**src/hdl/dqu_pkg.sv**
```systemverilog
package dqu_pkg;

    localparam int DEPTH_DEFAULT = 1024;

    localparam int CMD_W    = 3;
    localparam int DATA_W   = 32;
    localparam int STATUS_W = 2;
    localparam int COUNT_W  = 11;

    // small queue between the command front end and the execution back end
    localparam int QUEUE_DEPTH = 2;
    localparam int QPTR_W      = $clog2(QUEUE_DEPTH);
    localparam int QCNT_W      = $clog2(QUEUE_DEPTH + 1);

    localparam logic [CMD_W-1:0] CMD_PUSH_FRONT = 3'd0;
    localparam logic [CMD_W-1:0] CMD_PUSH_BACK  = 3'd1;
    localparam logic [CMD_W-1:0] CMD_POP_FRONT  = 3'd2;
    localparam logic [CMD_W-1:0] CMD_POP_BACK   = 3'd3;
    localparam logic [CMD_W-1:0] CMD_QUERY      = 3'd4;

    localparam logic [STATUS_W-1:0] ST_OK    = 2'd0;
    localparam logic [STATUS_W-1:0] ST_EMPTY = 2'd1;
    localparam logic [STATUS_W-1:0] ST_FULL  = 2'd2;

    localparam logic signed [DATA_W-1:0] NO_VALUE = -32'sd1;

    typedef enum logic [2:0] {
        OP_PUSH_FRONT,
        OP_PUSH_BACK,
        OP_POP_FRONT,
        OP_POP_BACK,
        OP_QUERY
    } t_op;

    typedef struct packed {
        t_op                      op;
        logic signed [DATA_W-1:0] value;
    } t_item;

endpackage

```
**src/hdl/dqu_front.sv**
```systemverilog
module dqu_front (
    input  logic                               i_clk,
    input  logic                               i_rst_n,
    input  logic                               i_start,
    input  logic [dqu_pkg::CMD_W-1:0]          i_command,
    input  logic signed [dqu_pkg::DATA_W-1:0]  i_push_value,
    output logic                               o_busy,
    output logic                               o_item_valid,
    output dqu_pkg::t_item                     o_item,
    input  logic                               i_item_take
);

    import dqu_pkg::*;

    t_item             r_q [QUEUE_DEPTH];
    logic [QPTR_W-1:0] r_wr_ptr, n_wr_ptr;
    logic [QPTR_W-1:0] r_rd_ptr, n_rd_ptr;
    logic [QCNT_W-1:0] r_fill, n_fill;
    logic              accept;
    logic              take;
    t_item             item_in;

    always_comb begin
        item_in.value = i_push_value;
        unique case (i_command)
            CMD_PUSH_FRONT: item_in.op = OP_PUSH_FRONT;
            CMD_PUSH_BACK:  item_in.op = OP_PUSH_BACK;
            CMD_POP_FRONT:  item_in.op = OP_POP_FRONT;
            CMD_POP_BACK:   item_in.op = OP_POP_BACK;
            default:        item_in.op = OP_QUERY;   // query and unused codes
        endcase
    end

    assign o_busy       = (r_fill == QCNT_W'(QUEUE_DEPTH));
    assign accept       = i_start && !o_busy;
    assign o_item_valid = (r_fill != '0);
    assign o_item       = r_q[r_rd_ptr];
    assign take         = i_item_take && o_item_valid;

    always_comb begin
        n_wr_ptr = r_wr_ptr;
        n_rd_ptr = r_rd_ptr;
        if (accept) begin
            n_wr_ptr = (r_wr_ptr == QPTR_W'(QUEUE_DEPTH - 1)) ? '0 : r_wr_ptr + 1'b1;
        end
        if (take) begin
            n_rd_ptr = (r_rd_ptr == QPTR_W'(QUEUE_DEPTH - 1)) ? '0 : r_rd_ptr + 1'b1;
        end
        n_fill = r_fill + QCNT_W'(accept) - QCNT_W'(take);
    end

    always_ff @(posedge i_clk) begin
        if (!i_rst_n) begin
            r_wr_ptr <= '0;
            r_rd_ptr <= '0;
            r_fill   <= '0;
        end else begin
            r_wr_ptr <= n_wr_ptr;
            r_rd_ptr <= n_rd_ptr;
            r_fill   <= n_fill;
        end
    end

    always_ff @(posedge i_clk) begin
        if (accept) begin
            r_q[r_wr_ptr] <= item_in;
        end
    end

endmodule

```
**config.mk**
```make
export PLATFORM = sky130hd
export DESIGN_NAME = dqu_front
export DESIGN_NICKNAME = d
export VERILOG_FILES = /design/src/hdl/dqu_pkg.sv /design/src/hdl/dqu_front.sv
export SDC_FILE = /design/constraint.sdc
export NUM_CORES = 1
export LEC_CHECK = 0
export BUFFER_PORTS_ARGS = -buffer_cell sky130_fd_sc_hd__buf_4
export CORE_AREA = 2 2 82 84
export CTS_CLUSTER_DIAMETER = 30
export CTS_CLUSTER_SIZE = 20
export DETAILED_ROUTE_END_ITERATION = 8
export DIE_AREA = 0 0 84 86
export GPL_ROUTABILITY_DRIVEN = 0
export GPL_TIMING_DRIVEN = 1
export PLACE_DENSITY = 0.81
export SYNTH_ARGS = -nofsm -noshare
export SYNTH_HDL_FRONTEND = slang
export SYNTH_SLANG_ARGS = --single-unit
```
**constraint.sdc**
```tcl
create_clock -name i_clk -period 2.45 [get_ports i_clk]
set_input_delay 0.1225 -clock i_clk [delete_from_list [all_inputs] [get_ports i_clk]]
set_output_delay 0.1225 -clock i_clk [all_outputs]
set_load 0.01 [all_outputs]
```
# [Word level (Yosys, flattened, before mapping)]
# Memories as Yosys holds them, arrays and structs flattened. A register that Yosys moved wholly into a read port is not among the register bits.
# Index checks and enable logic that the tools add are counted.
[word_totals] ff_bits=4 ramBits=70 in_bits=39 out_inout_bits=37 elab_cells=24 memories=1
[op_classes] addsub=4 eq_ne=4 n_mux=7 reduce_logical=5
[mem_list] name="r_q" depth=2 word_bits=35 rd=1 rd_ports_with_merged_regs=1 write_ports=1 line="dqu_front.sv:15" text="t_item r_q [QUEUE_DEPTH];"
[op_table] op="case mux 3 bit (4 select lines)" n=1
[op_table] op="equality test 3 x 2 -> 1 bit, second input constant" n=2
[op_table] op="two-way mux 1 bit" n=6
[op_table] op="equality test 3 x 1 -> 1 bit, second input constant" n=1
[op_table] op="zero test 3 bit" n=1
[op_table] op="adder 1 bit, second input constant" n=2
[op_table] op="adder 2 x 1 -> 2 bit" n=1
[op_table] op="equality test 2 bit, second input constant" n=1
[op_table] op="logical AND 1 bit" n=2
[op_table] op="nonzero test 2 bit" n=1
[op_table] op="subtractor 2 x 1 -> 2 bit" n=1
[op_table] op="zero test 1 bit" n=1

# [Depth between registers and ports, before layout]
[logic_depth] word_depth=5 depth_mapped=8 mapped_depth_nobuf=8

# [Worst setup path after synthesis]
# No wires, ideal clock.
[synth_timing] kind="register -> register" from="reg r_fill[0]" to="mem r_q[0][0] (netlist bit), enable pin" setup_time_ns=0.427 t_arrival_ns=2.059 t_required_ns=2.023 setup_slack_ns=-0.036 stages_incl_launch_ff=4 n_path_buf=0 synth_period_minus_slack_ns=2.486 cell_sequence="dfxtp_1 -> nand2b_1 -> nand2_1 -> nor2_1"
[synth_between] elab_chain_len=5
[synth_rtl] element="start: declaration" line="dqu_front.sv:18" text="logic [QCNT_W-1:0] r_fill, n_fill;"
[synth_rtl] element="start signal: assignment" line="dqu_front.sv:60" text="r_fill <= n_fill;"
[synth_rtl] element="equality test 2 bit" line="dqu_front.sv:34" text="assign o_busy = (r_fill == QCNT_W'(QUEUE_DEPTH));"
[synth_rtl] element="zero test 1 bit" line="dqu_front.sv:35" text="assign accept = i_start && !o_busy;"
[synth_rtl] element="logical AND 1 bit" line="dqu_front.sv:35"
[synth_rtl] element="two-way mux 1 bit" line="dqu_front.sv:65" text="if (accept) begin"
[synth_rtl] element="two-way mux 1 bit (implied by the code)" line="dqu_front.sv:66" text="r_q[r_wr_ptr] <= item_in;"
[synth_rtl] element="end: declaration" line="dqu_front.sv:15"
# Every way passes these cells.

==> impl_metrics.env <==
export IMPL_die_area_um2=7224
export IMPL_worst_hold_slack_ns=0.02771
export IMPL_chipHeight_um=86
export IMPL_syn_cell_area_um2=2933
export IMPL_final_util_pct=65.70
export IMPL_critical_path_startpoint_type="flop"
export IMPL_dp_hpwl_mm=3.227
export IMPL_fp_row_count=29
export IMPL_clockRootBuffer="sky130_fd_sc_hd__clkbuf_8"
export IMPL_grtUsageTotal_pct=14.53
export IMPL_cts_path_max_buffers=2
export IMPL_drt_pass1_iterations=3
export IMPL_gr_total_overflow=0
export IMPL_post_route_non_filler_standard_cell_count=340
export IMPL_seq_area_frac_synth_pct=75.09
export IMPL_grt_first_pass_wirelength_mm=7.990
export IMPL_vdd_ir_drop_worst_mv=0.8421
export IMPL_dr_first_iter_drc_count=54
export IMPL_grt_pass1_vias=1741
export IMPL_flow_area_growth_from_synthesis_pct=40.61
export IMPL_wl_per_cell_um=14.68
export IMPL_post_synth_cell_area_avg_um2=21.10
export IMPL_cts_htree_levels=3
export IMPL_routed_via_count=1596
export IMPL_synthTopCellsByCount="70 x sky130_fd_sc_hd__edfxtp_1, 30 x sky130_fd_sc_hd__mux2_4, 5 x sky130_fd_sc_hd__dfxtp_1, 5 x sky130_fd_sc_hd__mux2_2, 4 x sky130_fd_sc_hd__nor2_1"
export IMPL_tritoncts_clock_tree="built"
export IMPL_synth_adder_area_share_pct=0.8532
export IMPL_area_share_of_xor_xnor_cells_in_the_synthesized_design_pct=0.5973
export IMPL_post_layout_total_power_mw=4.041
export IMPL_critical_path_required_ns=2.33
export IMPL_dominantRegCellSynth="sky130_fd_sc_hd__edfxtp_1"
export IMPL_rsz_0062_raised_after_global_routing="false"
export IMPL_min_delay_path_class="primary input to flop"
export IMPL_synth_top_family_by_area="multiplexers"
export IMPL_yosys_cell_count_top_type="sky130_fd_sc_hd__edfxtp_1"
export IMPL_yosysUniqueCellTypes=21
export IMPL_synth_edf_count=70
export IMPL_critical_path_class="flop to primary output"
export IMPL_place_inst=291
export IMPL_capturing_element_type_of_the_critical_path="primary output"
export IMPL_fin_worst_skew_ns=0.004728
export IMPL_worst_endpoint_data_arrival_time_ns=1.72
export IMPL_critPathBufInv=2
export IMPL_drv_slew=0
export IMPL_grt_start_max_net_pins=26
export IMPL_antenna_diode_count=0
export IMPL_max_freq_mhz=543.5
export IMPL_crit_fanout=23
export IMPL_antenna_violations_before_repair=0
export IMPL_setup_violations_final=0
export IMPL_num_nets_final=299
export IMPL_slowest_stage_cell_on_the_critical_path="sky130_fd_sc_hd__dfxtp_2"
export IMPL_antenna_violating_nets_post_route=0
export IMPL_design_core_area_um2=6277
export IMPL_cts_setup_buffers=0
export IMPL_drc_errors=0
export IMPL_portBuffers=75
export IMPL_period_minus_slack_ns=1.840
export IMPL_ordered_list_of_cells_on_the_worst_path="buf_12 -> mux2_2 -> buf_4"
export IMPL_critical_path_top_delay_family="flip-flops"
export IMPL_leakagePower_nw=1.654
export IMPL_postSynth_asyncResetShare_pct=0
export IMPL_chipWidth_um=84
export IMPL_crit_path_max_incr_delay_ns=0.60
export IMPL_yosys_mux_area_fraction_pct=17.62
export IMPL_final_min_period_over_clock_period_pct=75.09
export IMPL_floorplan_initialDensity_pct=46.72
export IMPL_synthDominantCellAreaShare_pct=71.67
export IMPL_postRouteWirelength_mm=4.990
export IMPL_synth_largest_area_cell="sky130_fd_sc_hd__edfxtp_1"
export IMPL_timing_max_slew_rel_slack_pct=60.95
export IMPL_synth_net_count=180
export IMPL_clk_pin_slew_worst_paths_ns=0.07
export IMPL_fin_tns_setup_ns=0
export IMPL_max_cap_viol_count=0
export IMPL_io_pins=76
export IMPL_finalHoldViolCount=0
export IMPL_pwr_density_cell_nw_per_um2=980.0
export IMPL_worstMarginPinSlew_ns=0.5858
export IMPL_detail_route_vias_per_cell=4.694
export IMPL_synth_compound_gate_area_share_pct=0.2560
export IMPL_seq_cells_post_synth=75
export IMPL_outcome="finished, final reports clean"
export IMPL_fill_cells=445
export IMPL_netlist_instances=139
export IMPL_synth_warnings=0
export IMPL_worst_skew_pair_late_latency_ns=0.33
export IMPL_post_synth_main_area_contributors="sky130_fd_sc_hd__edfxtp_1 72%, sky130_fd_sc_hd__mux2_4 15%, sky130_fd_sc_hd__dfxtp_1 3.4%, sky130_fd_sc_hd__buf_12 2.0%, sky130_fd_sc_hd__mux2_2 1.9%"
export IMPL_drive_gt1_share_pct=50.95
export IMPL_sinks_on_the_clock_net=75
export IMPL_tritoncts_num_buffers=9
export IMPL_area_fraction_in_and_or_nand_and_nor_cells_after_synthesis_pct=2.645
==> worst register-to-register path: stages, from the launching register on <==
cell	delay [ns]
sky130_fd_sc_hd__dfxtp_1	0.36
sky130_fd_sc_hd__nand2b_1	0.17
sky130_fd_sc_hd__nand2_1	0.15
sky130_fd_sc_hd__ha_1	0.32
sky130_fd_sc_hd__inv_1	0.05
sky130_fd_sc_hd__ha_1	0.18
sky130_fd_sc_hd__xor2_1	0.15
sky130_fd_sc_hd__and2_1	0.16
sky130_fd_sc_hd__nor3_1	0.11
==> placed cells by master, fill, tap and decap left out <==
cell type,count
sky130_fd_sc_hd__clkinv_4,1
sky130_fd_sc_hd__dfxtp_2,1
sky130_fd_sc_hd__nor2b_1,2
sky130_fd_sc_hd__xnor2_1,1
sky130_fd_sc_hd__xor2_1,1
sky130_fd_sc_hd__edfxtp_1,70
sky130_fd_sc_hd__and3_2,1
sky130_fd_sc_hd__clkinv_1,1
sky130_fd_sc_hd__mux2i_1,1
sky130_fd_sc_hd__clkinvlp_4,2
sky130_fd_sc_hd__nor2_4,1
sky130_fd_sc_hd__nand2b_1,2
sky130_fd_sc_hd__and2_1,2
sky130_fd_sc_hd__nor3_1,1
sky130_fd_sc_hd__dlygate4sd3_1,33
sky130_fd_sc_hd__nand2_1,2
sky130_fd_sc_hd__mux2_4,30
sky130_fd_sc_hd__clkbuf_8,9
sky130_fd_sc_hd__or2_2,1
sky130_fd_sc_hd__clkinv_2,1
sky130_fd_sc_hd__o21a_1,1
sky130_fd_sc_hd__buf_4,79
sky130_fd_sc_hd__ha_1,2
sky130_fd_sc_hd__buf_12,1
sky130_fd_sc_hd__bufinv_16,2
sky130_fd_sc_hd__nor2_1,3
sky130_fd_sc_hd__mux2_2,5
sky130_fd_sc_hd__dfxtp_1,4
sky130_fd_sc_hd__inv_1,3
==> final cells by class <==
cell class	instances	area [µm²]	area share (%)
flip-flops and latches	75	2203	53.43
repair buffers	113	943.4	22.88
multi-input cells	56	653.1	15.84
clock buffers	9	123.9	3.004
well taps	77	96.34	2.336
clock inverters	7	92.59	2.245
inverters	3	11.26	0.2731
==> power breakdown <==
group / internal [mW] / switching [mW] / total [mW] / leakage [nW]
sequential: 1.66 / 0.105 / 1.76 / 0.696
combinational: 0.758 / 0.531 / 1.29 / 0.855
clock: 0.569 / 0.423 / 0.992 / 0.103
total: 2.98 / 1.06 / 4.04 / 1.65
==> through the flow <==
| step | setup WS (ns) | instance area [µm²] |
|---|---|---|
| after global placement | 0.8249 | 3577 |
| final | 0.6102 | 4124 |
| after CTS | 0.5741 | 4124 |
| after detailed placement | 0.7150 | 3577 |
| after global routing | 0.5190 | 4124 |
| after floorplan | 0.5398 | 2935 |
==> sequential cells by signal, indices dropped and copies added (netlist names), named ones only <==
| signal | count |
|---|---|
| r_wr_ptr | 1 |
| r_fill | 2 |
| r_q | 70 |
| r_rd_ptr | 1 |
==> kinds of logic (layout without fill, tap and decap cells) <==
kind of cell | count (synthesis) | after routing
buffers and inverters | 8 | 132
xor gates and xnor gates | 2 | 2
AOI/OAI and AO/OA | 1 | 1
adders and majority gates | 2 | 2
muxes | 36 | 36
and+or+nand+nor | 15 | 15
DFF | 75 | 75
==> final timing paths <==
kind | from | endpoint | slack (ns) | cells after the start
worst max-delay path | flop | o_item[33] | 0.61 | 3
worst min register to register | r_rd_ptr$_SDFFE_PN0P_ | flop | 0.53 | 2
worst max register to register | r_fill[0]$_SDFF_PN0_ | r_fill[1]$_SDFF_PN0_ | 0.73 | 8
worst min-delay path | i_rst_n | r_fill[0]$_SDFF_PN0_ | 0.03 | 2
==> repair_timing <==
item                                   4_1_cts  5_1_grt
hold buffers                                33        0
endpoints found under the hold margin       66        0
resized for setup                            0        0
==> metal layers <==
| layer | global-route usage (%) | vias to the layer above | wire [µm] |
|---|---|---|---|
| met1 | 15.73 | 761 | 1950 |
| li1 | - | 766 | - |
| met3 | 4.331 | 16 | 303 |
| met4 | 8.651 | 0 | 150 |
| met2 | 25.31 | 53 | 2585 |
| met5 | 0 | - | 0 |
Power figures use the tool's default switching activity.
